==> src/hw/rtl/kedm_pkg.sv <==
// Shared types and constants for the key event debounce block
package kedm_pkg;

    localparam int IN_W      = 46;
    localparam int KEY_W     = 6;
    localparam int CELL_KEYS = 8;
    localparam int CELL_IW   = 3;
    localparam int CFG_IW    = 1;
    localparam int CFG_DW    = 6;

    localparam logic [CFG_IW-1:0] REG_SHIFT_KEY = 1'b0;
    localparam logic [CFG_IW-1:0] REG_ALPHA_KEY = 1'b1;

    typedef struct packed {
        logic load;
        logic merge;
    } cell_ctl_t;

    typedef struct packed {
        logic shift;
        logic alpha;
        logic locked;
    } mod_state_t;

endpackage

==> src/hw/rtl/kedm_ifs.sv <==
// Request and result channel interfaces of the key event debounce block
interface kedm_in_if;
    logic                      valid;
    logic                      ready;
    logic [kedm_pkg::IN_W-1:0] keys_down;

    modport source (output valid, output keys_down, input ready);
    modport sink (input valid, input keys_down, output ready);
endinterface

interface kedm_out_if;
    logic                       valid;
    logic                       ready;
    logic [kedm_pkg::KEY_W-1:0] key_index;
    logic                       with_shift;
    logic                       with_alpha;
    logic                       shift_now;
    logic                       alpha_now;
    logic                       alpha_lock_now;

    modport source (output valid, output key_index, output with_shift, output with_alpha,
                    output shift_now, output alpha_now, output alpha_lock_now, input ready);
    modport sink (input valid, input key_index, input with_shift, input with_alpha,
                  input shift_now, input alpha_now, input alpha_lock_now, output ready);
endinterface

==> src/hw/rtl/kedm_cell.sv <==
// Debounce cell: seen-up mask for a group of keys and one link of the priority chain
module kedm_cell #(
    parameter int BASE = 0
) (
    input  logic                                 clk,
    input  logic                                 rst_n,
    input  logic [kedm_pkg::CELL_KEYS-1:0]       down,
    input  kedm_pkg::cell_ctl_t                  ctl,
    input  logic                                 hit_in,
    input  logic [kedm_pkg::KEY_W-1:0]           idx_in,
    output logic                                 hit_out,
    output logic [kedm_pkg::KEY_W-1:0]           idx_out
);

    logic [kedm_pkg::CELL_KEYS-1:0] mask_reg;
    logic [kedm_pkg::CELL_KEYS-1:0] mask_next;
    logic [kedm_pkg::CELL_KEYS-1:0] hits;
    logic [kedm_pkg::CELL_IW-1:0]   lsb;

    always_comb
    begin
        if (ctl.load)
        begin
            mask_next = ~down;
        end
        else if (ctl.merge)
        begin
            mask_next = mask_reg | ~down;
        end
        else
        begin
            mask_next = mask_reg;
        end
    end

    assign hits = down & mask_reg;

    always_comb
    begin
        lsb = '0;
        for (int i = kedm_pkg::CELL_KEYS - 1; i >= 0; i--)
        begin
            if (hits[i])
            begin
                lsb = kedm_pkg::CELL_IW'(i);
            end
        end
    end

    assign hit_out = hit_in | (|hits);
    assign idx_out = (hit_in || !(|hits)) ? idx_in
                   : kedm_pkg::KEY_W'(BASE) + kedm_pkg::KEY_W'(lsb);

    always_ff @(posedge clk or negedge rst_n)
    begin
        if (!rst_n)
        begin
            mask_reg <= '0;
        end
        else
        begin
            mask_reg <= mask_next;
        end
    end

endmodule

==> src/hw/rtl/kedm_modifier.sv <==
// Shift and alpha modifier state machine
module kedm_modifier (
    input  logic                       clk,
    input  logic                       rst_n,
    input  logic                       fire,
    input  logic [kedm_pkg::KEY_W-1:0] key,
    input  logic [kedm_pkg::KEY_W-1:0] shift_key,
    input  logic [kedm_pkg::KEY_W-1:0] alpha_key,
    output kedm_pkg::mod_state_t       cur,
    output kedm_pkg::mod_state_t       nxt
);

    kedm_pkg::mod_state_t mod_reg;

    always_comb
    begin
        nxt = mod_reg;
        if (key == shift_key)
        begin
            nxt.shift = !mod_reg.shift;
        end
        else if (key == alpha_key)
        begin
            if (mod_reg.locked)
            begin
                nxt.locked = 1'b0;
                nxt.alpha  = 1'b0;
            end
            else if (mod_reg.alpha)
            begin
                nxt.locked = 1'b1;
                nxt.alpha  = 1'b0;
            end
            else
            begin
                nxt.alpha = 1'b1;
            end
        end
        else
        begin
            nxt.shift = 1'b0;
            nxt.alpha = 1'b0;
        end
    end

    assign cur = mod_reg;

    always_ff @(posedge clk or negedge rst_n)
    begin
        if (!rst_n)
        begin
            mod_reg <= '0;
        end
        else if (fire)
        begin
            mod_reg <= nxt;
        end
    end

endmodule

==> src/hw/rtl/key_event_debounce_modifiers.sv <==
// Key event debounce with sticky modifiers: top level
//
// Takes one key snapshot per clock and answers with at most one key event,
// registered, in the cycle after the snapshot is taken. The input is held off
// only while a finished event sits in the output register and is not taken.
// Snapshots run through capture, confirm and scan phases; the lowest newly
// pressed key is found by a carry chain through ceil(min(NUM_KEYS, 46)/8) cells
// of eight keys each, which sets the combinational depth of each snapshot step.
module key_event_debounce_modifiers #(
    parameter int NUM_KEYS = 46
) (
    input  logic                          clk,
    input  logic                          rst_n,
    input  logic                          cfg_we,
    input  logic [kedm_pkg::CFG_IW-1:0]   cfg_index,
    input  logic [kedm_pkg::CFG_DW-1:0]   cfg_data,
    kedm_in_if.sink                       keys,
    kedm_out_if.source                    result
);

    localparam int KEYS   = (NUM_KEYS < kedm_pkg::IN_W) ? NUM_KEYS : kedm_pkg::IN_W;
    localparam int NCELLS = (KEYS + kedm_pkg::CELL_KEYS - 1) / kedm_pkg::CELL_KEYS;
    localparam int PAD_W  = NCELLS * kedm_pkg::CELL_KEYS;

    typedef enum logic [1:0] {
        PH_CAPTURE,
        PH_CONFIRM,
        PH_SCAN
    } phase_t;

    phase_t                        phase_reg;
    phase_t                        phase_next;
    logic                          out_valid_reg;
    logic                          out_valid_next;
    logic [kedm_pkg::KEY_W-1:0]    key_reg;
    kedm_pkg::mod_state_t          was_reg;
    kedm_pkg::mod_state_t          now_reg;
    logic [kedm_pkg::KEY_W-1:0]    shift_key_reg;
    logic [kedm_pkg::KEY_W-1:0]    alpha_key_reg;

    logic                          accept;
    logic                          fire;
    logic                          any_hit;
    logic [kedm_pkg::KEY_W-1:0]    hit_key;
    logic [PAD_W-1:0]              down_pad;
    kedm_pkg::cell_ctl_t           ctl;
    kedm_pkg::mod_state_t          mod_cur;
    kedm_pkg::mod_state_t          mod_nxt;

    logic                          hit_c [NCELLS+1];
    logic [kedm_pkg::KEY_W-1:0]    idx_c [NCELLS+1];

    assign keys.ready = !out_valid_reg || result.ready;
    assign accept     = keys.valid && keys.ready;
    assign down_pad   = PAD_W'(keys.keys_down[KEYS-1:0]);

    assign hit_c[0] = 1'b0;
    assign idx_c[0] = '0;

    for (genvar c = 0; c < NCELLS; c++)
    begin : g_cell
        kedm_cell #(
            .BASE(c * kedm_pkg::CELL_KEYS)
        ) u_cell (
            .clk     (clk),
            .rst_n   (rst_n),
            .down    (down_pad[c*kedm_pkg::CELL_KEYS +: kedm_pkg::CELL_KEYS]),
            .ctl     (ctl),
            .hit_in  (hit_c[c]),
            .idx_in  (idx_c[c]),
            .hit_out (hit_c[c+1]),
            .idx_out (idx_c[c+1])
        );
    end

    assign any_hit = hit_c[NCELLS];
    assign hit_key = idx_c[NCELLS];

    assign fire      = accept && (phase_reg == PH_SCAN) && any_hit;
    assign ctl.load  = accept && (phase_reg == PH_CAPTURE || phase_reg == PH_CONFIRM);
    assign ctl.merge = accept && (phase_reg == PH_SCAN) && !any_hit;

    kedm_modifier u_mod (
        .clk       (clk),
        .rst_n     (rst_n),
        .fire      (fire),
        .key       (hit_key),
        .shift_key (shift_key_reg),
        .alpha_key (alpha_key_reg),
        .cur       (mod_cur),
        .nxt       (mod_nxt)
    );

    always_comb
    begin
        phase_next = phase_reg;
        if (accept)
        begin
            case (phase_reg)
                PH_CAPTURE: phase_next = PH_CONFIRM;
                PH_CONFIRM: phase_next = PH_SCAN;
                PH_SCAN:    phase_next = any_hit ? PH_CAPTURE : PH_SCAN;
                default:    phase_next = PH_SCAN;
            endcase
        end
    end

    always_comb
    begin
        if (fire)
        begin
            out_valid_next = 1'b1;
        end
        else if (result.ready)
        begin
            out_valid_next = 1'b0;
        end
        else
        begin
            out_valid_next = out_valid_reg;
        end
    end

    always_ff @(posedge clk or negedge rst_n)
    begin
        if (!rst_n)
        begin
            phase_reg     <= PH_CAPTURE;
            out_valid_reg <= 1'b0;
            key_reg       <= '0;
            was_reg       <= '0;
            now_reg       <= '0;
        end
        else
        begin
            phase_reg     <= phase_next;
            out_valid_reg <= out_valid_next;
            if (fire)
            begin
                key_reg <= hit_key;
                was_reg <= mod_cur;
                now_reg <= mod_nxt;
            end
        end
    end

    always_ff @(posedge clk or negedge rst_n)
    begin
        if (!rst_n)
        begin
            shift_key_reg <= kedm_pkg::KEY_W'(0);
            alpha_key_reg <= kedm_pkg::KEY_W'(1);
        end
        else if (cfg_we)
        begin
            case (cfg_index)
                kedm_pkg::REG_SHIFT_KEY: shift_key_reg <= cfg_data;
                kedm_pkg::REG_ALPHA_KEY: alpha_key_reg <= cfg_data;
                default: ;
            endcase
        end
    end

    assign result.valid          = out_valid_reg;
    assign result.key_index      = key_reg;
    assign result.with_shift     = was_reg.shift;
    assign result.with_alpha     = was_reg.alpha | was_reg.locked;
    assign result.shift_now      = now_reg.shift;
    assign result.alpha_now      = now_reg.alpha;
    assign result.alpha_lock_now = now_reg.locked;

endmodule

==> src/flat_wrapper.sv <==
// flat-port wrapper written by rule: the top's interface ports become plain ports
module key_event_debounce_modifiers_flat 
#(
    parameter int NUM_KEYS = 46
)
  (clk, rst_n, cfg_we, cfg_index, cfg_data, keys_valid, keys_keys_down, keys_ready, result_valid, result_key_index, result_with_shift, result_with_alpha, result_shift_now, result_alpha_now, result_alpha_lock_now, result_ready);
  kedm_in_if keys_i ();
  kedm_out_if result_i ();
  input  logic clk;
  input  logic rst_n;
  input  logic cfg_we;
  input  logic [kedm_pkg::CFG_IW-1:0] cfg_index;
  input  logic [kedm_pkg::CFG_DW-1:0] cfg_data;
  input wire logic [$bits(keys_i.valid)-1:0] keys_valid;
  input wire logic [$bits(keys_i.keys_down)-1:0] keys_keys_down;
  output wire logic [$bits(keys_i.ready)-1:0] keys_ready;
  output wire logic [$bits(result_i.valid)-1:0] result_valid;
  output wire logic [$bits(result_i.key_index)-1:0] result_key_index;
  output wire logic [$bits(result_i.with_shift)-1:0] result_with_shift;
  output wire logic [$bits(result_i.with_alpha)-1:0] result_with_alpha;
  output wire logic [$bits(result_i.shift_now)-1:0] result_shift_now;
  output wire logic [$bits(result_i.alpha_now)-1:0] result_alpha_now;
  output wire logic [$bits(result_i.alpha_lock_now)-1:0] result_alpha_lock_now;
  input wire logic [$bits(result_i.ready)-1:0] result_ready;
  assign keys_i.valid = keys_valid;
  assign keys_i.keys_down = keys_keys_down;
  assign keys_ready = keys_i.ready;
  assign result_valid = result_i.valid;
  assign result_key_index = result_i.key_index;
  assign result_with_shift = result_i.with_shift;
  assign result_with_alpha = result_i.with_alpha;
  assign result_shift_now = result_i.shift_now;
  assign result_alpha_now = result_i.alpha_now;
  assign result_alpha_lock_now = result_i.alpha_lock_now;
  assign result_i.ready = result_ready;
  key_event_debounce_modifiers #(.NUM_KEYS(NUM_KEYS)) u_core (.clk(clk), .rst_n(rst_n), .cfg_we(cfg_we), .cfg_index(cfg_index), .cfg_data(cfg_data), .keys(keys_i), .result(result_i));
endmodule
==> config.mk <==
export PLATFORM = sky130hd
export DESIGN_NAME = key_event_debounce_modifiers_flat
export DESIGN_NICKNAME = d
export VERILOG_FILES = /design/src/hw/rtl/kedm_pkg.sv /design/src/hw/rtl/kedm_ifs.sv /design/src/hw/rtl/kedm_cell.sv /design/src/hw/rtl/kedm_modifier.sv /design/src/hw/rtl/key_event_debounce_modifiers.sv /design/src/flat_wrapper.sv
export SDC_FILE = /design/constraint.sdc
export NUM_CORES = 1
export LEC_CHECK = 0
export ABC_AREA = 1
export BUFFER_PORTS_ARGS = -buffer_cell sky130_fd_sc_hd__buf_2
export CORE_ASPECT_RATIO = 0.5
export CORE_MARGIN = 5
export CORE_UTILIZATION = 26
export CTS_CLUSTER_DIAMETER = 200
export DETAILED_ROUTE_END_ITERATION = 6
export GPL_TIMING_DRIVEN = 0
export HOLD_SLACK_MARGIN = 0.02
export SYNTH_ARGS = -nofsm -noshare
export SYNTH_HDL_FRONTEND = slang
export SYNTH_SLANG_ARGS = --single-unit
==> constraint.sdc <==
create_clock -name clk -period 2.35 [get_ports clk]
set_input_delay 0.1175 -clock clk [delete_from_list [all_inputs] [get_ports clk]]
set_output_delay 0.1175 -clock clk [all_outputs]
set_load 0.01 [all_outputs]
* After elaboration in Yosys (flattened, before gate mapping)
Index checks and enable logic that the tools add are counted.
Word-level totals: register bits 75, output and inout bits 13, logic and storage cells 165
Operators by class: add/sub/neg operators 5, equal/unequal tests 5, multiplexer cells 78, bitwise operators 26, reductions and logical operators 34
Operator list (number):
- 3-bit 2-to-1 mux | 49
- 8-bit 2-to-1 mux | 12
- 8-bit bitwise OR | 6
- 8-bit OR reduction | 6
- 8-bit bitwise AND | 5
- 8-bit inverter | 5
- 6-bit 2-to-1 mux | 5
- 5-bit by 3-bit adder with 6-bit output, first input constant | 2
- 6-bit by 3-bit adder with 6-bit output, first input constant | 2
- 6-bit == test | 2
- 6-bit by 8-bit bitwise AND with 8-bit output | 1
- 1-bit zero test | 8
- 1-bit 2-to-1 mux | 8
- 6-bit inverter with 8-bit output | 1
- 2-bit AND reduction | 4
- 1-bit logical OR | 7
- 2-bit 2-to-1 mux | 3
- 1-bit bitwise OR | 6
- 4-bit by 3-bit adder with 5-bit output, first input constant | 1
- 1-bit logical AND | 5
- 2-bit one-hot mux with 2 select lines | 1
- 2-bit nonzero test | 2
- 3-bit AND reduction | 1
- 2-bit by 1-bit == test with 1-bit output, second input constant | 1
- 4 further kinds | 5

* Depth between registers and ports, before layout
depth after elaboration 18, depth in mapped cells 22, gate-level depth less buffers 22

* Modules after synthesis
A second synthesis with hierarchy kept.
Unflattened totals: cell total of the unflattened synthesis 630, area total of the unflattened synthesis 4594.4 um2
By module, submodules not included:
- kedm_cell (u_core.g_cell[1].u_cell ...) | instances 3, cells each 71, area an instance 494.2 um2, sequential area each 200.2 um2
- key_event_debounce_modifiers | instances 1, cells each 122, area an instance 1154.9 um2, sequential area each 676.9 um2
- kedm_cell (u_core.g_cell[3].u_cell ...) | instances 2, cells each 70, area an instance 493.0 um2, sequential area each 200.2 um2
- kedm_cell (u_core.g_cell[0].u_cell) | instances 1, cells each 72, area an instance 510.5 um2, sequential area each 200.2 um2
- kedm_modifier | instances 1, cells each 83, area an instance 460.4 um2, sequential area each 75.1 um2

* Worst setup path before layout
Ideal clock, no wire load.
path kind register -> register, from register u_core.g_cell[0].u_cell.mask_reg[6] (netlist bit), to register u_core.now_reg, in the netlist u_core.result.shift_now, arrival 1.818 ns, data required time 2.237 ns, path slack 0.419 ns, cell stages (with the launch flop) 19, path buffers 0, clock period less this slack 1.931 ns, cells stage by stage dfrtp_1 -> nand2_2 -> nand2_2 -> nor2_4 -> nand2_2 -> nor2_8 -> nand3_4 -> nor2_8 -> nand2_4 -> nand2_4 -> nand2_2 -> nand2_2 -> nand3b_4 -> nor2_4 -> nand3_2 -> nand2_1 -> nand2_1 -> nand2_1 -> inv_1
Between the ends: word-level cells in the longest chain between the ends 17, elaborated cells between the ends (all ways) 31, classes of those cells eq/ne (3); mux (14); bitwise (6); reduce/logical (8)
Ends and longest elaborated chain:
- start: declaration | line kedm_cell.sv:15 | logic [kedm_pkg::CELL_KEYS-1:0] mask_reg;
- start signal: assignment | line kedm_cell.sv:62 | mask_reg <= mask_next;
- 8-bit bitwise AND (*) | line kedm_cell.sv:36 | assign hits = down & mask_reg;
- 3-bit 2-to-1 mux (7 in a row) | line kedm_cell.sv:43 | if (hits[i])
- 3-bit 2-to-1 mux | line kedm_cell.sv:51 | assign idx_out = (hit_in || !(|hits)) ? idx_in
- 6-bit 2-to-1 mux (5 in a row) | line kedm_cell.sv:51
- 6-bit == test, on equally long branches | line kedm_modifier.sv:18, kedm_modifier.sv:22
- 2-bit inequality test (no line)
- 2-bit AND reduction (no line)
- end signal: assignment | line key_event_debounce_modifiers.sv:142 | now_reg <= mod_nxt;
- end: declaration | line key_event_debounce_modifiers.sv:37 | kedm_pkg::mod_state_t now_reg;
Every way passes the cells marked *; elsewhere a longest branch is shown, timed or not. A chain may end at the register's enable or synchronous reset.

* Worst setup path after layout
from input keys_keys_down[19], to register u_core.now_reg, in the netlist u_core.result.alpha_lock_now
Between the ends: word-level cells in the longest chain between the ends 13, elaborated cells between the ends (all ways) 25, classes of those cells add/sub (1); eq/ne (2); mux (8); bitwise (6); reduce/logical (8)
Ends and longest elaborated chain:
- start: declaration | line flat_wrapper.sv:15 | input wire logic [$bits(keys_i.keys_down)-1:0] keys_keys_down;
- 8-bit bitwise AND (*) | line kedm_cell.sv:36
- 3-bit 2-to-1 mux (4 in a row) | line kedm_cell.sv:43
- 5-bit by 3-bit adder with 6-bit output | line kedm_cell.sv:52 | : kedm_pkg::KEY_W'(BASE) + kedm_pkg::KEY_W'(lsb);
- 6-bit 2-to-1 mux (4 in a row) | line kedm_cell.sv:51
- 6-bit == test | line kedm_modifier.sv:18 | if (key == shift_key)
- 1-bit inverter (no line)
- 3-bit AND reduction (no line) (*)
Marked as above.

==> impl_results.md <==
* Outcome: finished clean
* Setup-failing EPs final at 0
* Core Box Area at 0.0145 mm²
* Cell row count at 31
* Max-slew headroom at 0.668
* Initial core utilization at 0.265
* Static leakage at 2.77 nW
* Worst-Skew Late Latency at 330 ps
* Critical Path AT at 2470 ps
* DRT antenna net count at 0
* Worst slew pin tran at 499 ps
* Ports at 71
* Vias in the first global route at 3527
* Hold crit path type: input port to register
* Pre-CTS WS at 121 ps
* Most frequent CP cell: nand2_1
* Sw Share at 0.393
* Post-Place Cells at 774
* Post-synth EDFFs at 0
* HPWL after DPL at 7250 µm
* CP startpoint kind: input port
* Global-route wire length before repair at 16600 µm
* Final WS setup at 101 ps
* Mean Syn Cell Area at 7.59 µm²
* Largest net degree at the start of global routing at 40
* Reg-to-reg startpoint: u_core.g_cell[0].u_cell.mask_reg[5]
* Die width at 182 µm
* FMAX at 0.445 GHz
* Htree depth at 3
* Dominant cell type by area after synthesis: dfrtp_1
* Worst vdd ir at 0.000490 V
* Top-area cell type share of the netlist area at 0.470
* Distinct cells, synth at 30
* Power per cell area at 1140 mW/mm²
* Setup crit start: keys_keys_down[19]
* Dominant synthesized flop cell: dfrtp_1
* Req. time, crit path at 2570 ps
* Worst-path clk slew at 60 ps
* WL/cell at 11.8 µm
* Final Non-Filler Cells at 836
* Max reg flops at 46
* DRC viols at 0
* Count of input and output buffers at 70
* Final core occ at 0.377
* Hold Path Origin: keys_keys_down[32]
* Synth Instances at 505
* Crit path max-delay cell type: dlygate4sd3_1
* Largest delay share family, worst path: simple AND/OR/NAND/NOR gates
* Syn_nets at 563
* Placer congestion estimate at 0.774
* Sink Count at 73
* Critical path fanouts, max at 5
* DIE AREA at 0.0174 mm²
* Seq/Total Area, Yosys at 0.477
* Synth area leaders: dfrtp_1 (47%), nand2_1 (21%), o21ai_1 (5.7%), o21ai_0 (3.1%), inv_1 (2.8%)
* TritonCTS clock tree: built
* Hold_ws at 34.1 ps
* Area Overhead vs Synth at 42.1%
* Vias per cell at 4.28
* Type of the worst setup path: input port to register
* Num CTS Buffers at 9
* Sequential fraction of design power at 0.334
* CTS Root Cell: clkbuf_16
* RSZ-0062 raised after global routing: yes
* Drt first pass iters at 4
* Max stage delay on crit path at 540 ps
* P_sw at 2.45 mW
* Final period utilization at 0.957
* Max Slew Vio Count at 0
* Final net count at 691
* Warnings from Yosys at 0
* Vias post-DR at 3577
* Starting DRT DRC Count at 212
* Clk_skew at 6.34 ps
* Final wirelength at 9880 µm
* Synth async-reset ratio at 1.00
* CP endpoint kind: register
* Share of layout cells above drive strength 1 at 0.260
* Hold Violations, Final at 0
* Tot Pwr at 6.22 mW
* Combinational share of power at 0.426
* Clk network pwr share at 0.241
* Clk buf depth at 2
* Total congestion overflow at 0
* Cell-internal power at 3.78 mW
* Critical path cell sequence: dlygate4sd3_1, buf_2, nand2_1, nand2_2, nor2_4, nand2_2, inv_4, nand3_4, nor2_8, nand2_4, nand2_4, nand2_4, nand3_2, nand2_1, nand2_1, nand3_2, nor2_4, nand3_2, nand2_1, nand2_1
* Die H at 95.9 µm
* Number of max-cap violations at 0
* Clock period minus worst slack at 2250 ps
* Global-route usage over all layers at 0.117
* Number of synthesized register bits at 73
* Critical path buffers and inverters at 3
* Initial antenna violation count at 0
* Cell area after synthesis at 0.00383 mm²
* Ant diodes at 0
[power by group through the flow]
stage | Clock [mW] | Combinational (mW) | Sequential [mW]
4_1_cts | 1.52 | 2.37 | 2.05
3_3_place_gp | 0 | 2.25 | 2.05
2_1_floorplan | 0 | 1.71 | 2.04
3_5_place_dp | 0 | 2.29 | 2.07
6_report | 1.50 | 2.65 | 2.08
5_1_grt | 1.58 | 3.03 | 2.14
[layout make-up]
| cell class | count | area [µm²] |
|---|---|---|
| fillers | 1467 | 9020 |
| multi-input cells | 385 | 2000 |
| flip-flops and latches | 73 | 1830 |
| repair buffers | 117 | 858 |
| clock buffers | 11 | 253 |
| well taps | 198 | 248 |
| inverters | 34 | 130 |
| clock inverters | 5 | 77.6 |
| plain buffers | 13 | 55.1 |
[cells by family after synthesis]
group / count (synthesis) / synth area share
AOI/OAI and AO/OA: 84 / 0.115
xor gates and xnor gates: 3 / 0.00685
DFF: 73 / 0.477
and+or+nand+nor: 298 / 0.356
buffers and inverters: 47 / 0.0460
[per-stage QoR]
step | area (µm²) | TNS [ps]
2_1_floorplan | 3830 | 0
3_5_place_dp | 4460 | 0
3_3_place_gp | 4430 | 0
5_1_grt | 5450 | -130
4_1_cts | 5250 | 0
6_report | 5450 | 0
[layer usage]
| layer | global-route usage | share of wire |
|---|---|---|
| met5 | 0 | 0 |
| met2 | 0.186 | 0.45 |
| met3 | 0.0306 | 0.034 |
| met1 | 0.158 | 0.50 |
| met4 | 0.0362 | 0.016 |
[path summary, 6_finish.rpt]
check,endpoint,slack [ps],depth (start not counted)
min in group asynchronous,u_core.g_cell[0].u_cell.mask_reg[6],280,2
worst max-delay path,u_core.result.alpha_lock_now,100,20
max in group asynchronous,u_core.result.key_index[0],1490,3
worst min-delay path,u_core.g_cell[4].u_cell.mask_reg[0],30,2
worst max register to register,u_core.result.alpha_lock_now,110,18
worst min register to register,u_core.was_reg[1],470,2
[synth_stat cells (5+ instances only)]
| library cell | instances |
|---|---|
| nand2_1 | 218 |
| dfrtp_1 | 72 |
| o21ai_1 | 44 |
| inv_1 | 29 |
| o21ai_0 | 24 |
| nor2_1 | 21 |
| nand3_1 | 16 |
| clkbuf_1 | 13 |
| nand2_2 | 13 |
| a21oi_1 | 8 |
| nand3b_1 | 6 |
| nor2_4 | 6 |
| inv_2 | 5 |
[what timing repair did]
item | 4_1_cts | 5_1_grt
hold buffers | 46 | 0
buffers inserted | 0 | 10
hold endpoints to repair | 78 | 0
endpoints found under the setup margin | 0 | 52
gates resized for setup | 0 | 60
[worst reg2reg max path, cell delays in order, from the launching register on]
cell	delay (ps)
dfrtp_1	390
nand2_2	90
nand2_2	70
nor2_4	160
nand2_4	90
nor2_8	150
nand3_4	130
nor2_8	170
nand2_4	90
nand2_4	70
nand2_4	60
nand3_2	80
nand2_1	50
nand2_1	80
nand3_2	80
nor2_4	180
nand3_2	80
nand2_1	60
nand2_1	50
[placed cells by master (no fill, tap or decap), types with 2 or more instances in the layout]
cell,netlist,routed
o21ai_2,1,2
xor2_1,2,2
nand2_4,3,11
o21ai_0,24,24
clkbuf_16,0,9
dfrtp_1,72,72
a31oi_1,3,3
nand2_2,13,31
o21bai_1,2,2
nand3b_1,6,6
dlygate4sd3_1,0,46
clkbuf_1,13,8
buf_4,0,11
inv_2,5,4
nand3_4,1,2
buf_2,0,59
nor2_4,6,10
nor2_8,2,2
a21oi_1,8,7
nand4_1,4,4
clkbuf_8,0,2
nand3_2,4,5
inv_1,29,29
nand3_1,16,14
clkbuf_2,0,5
o21ai_1,44,43
nand2_1,218,192
clkinv_2,0,2
bufinv_16,0,2
nor2_1,21,16
Power figures use the tool's default switching activity.
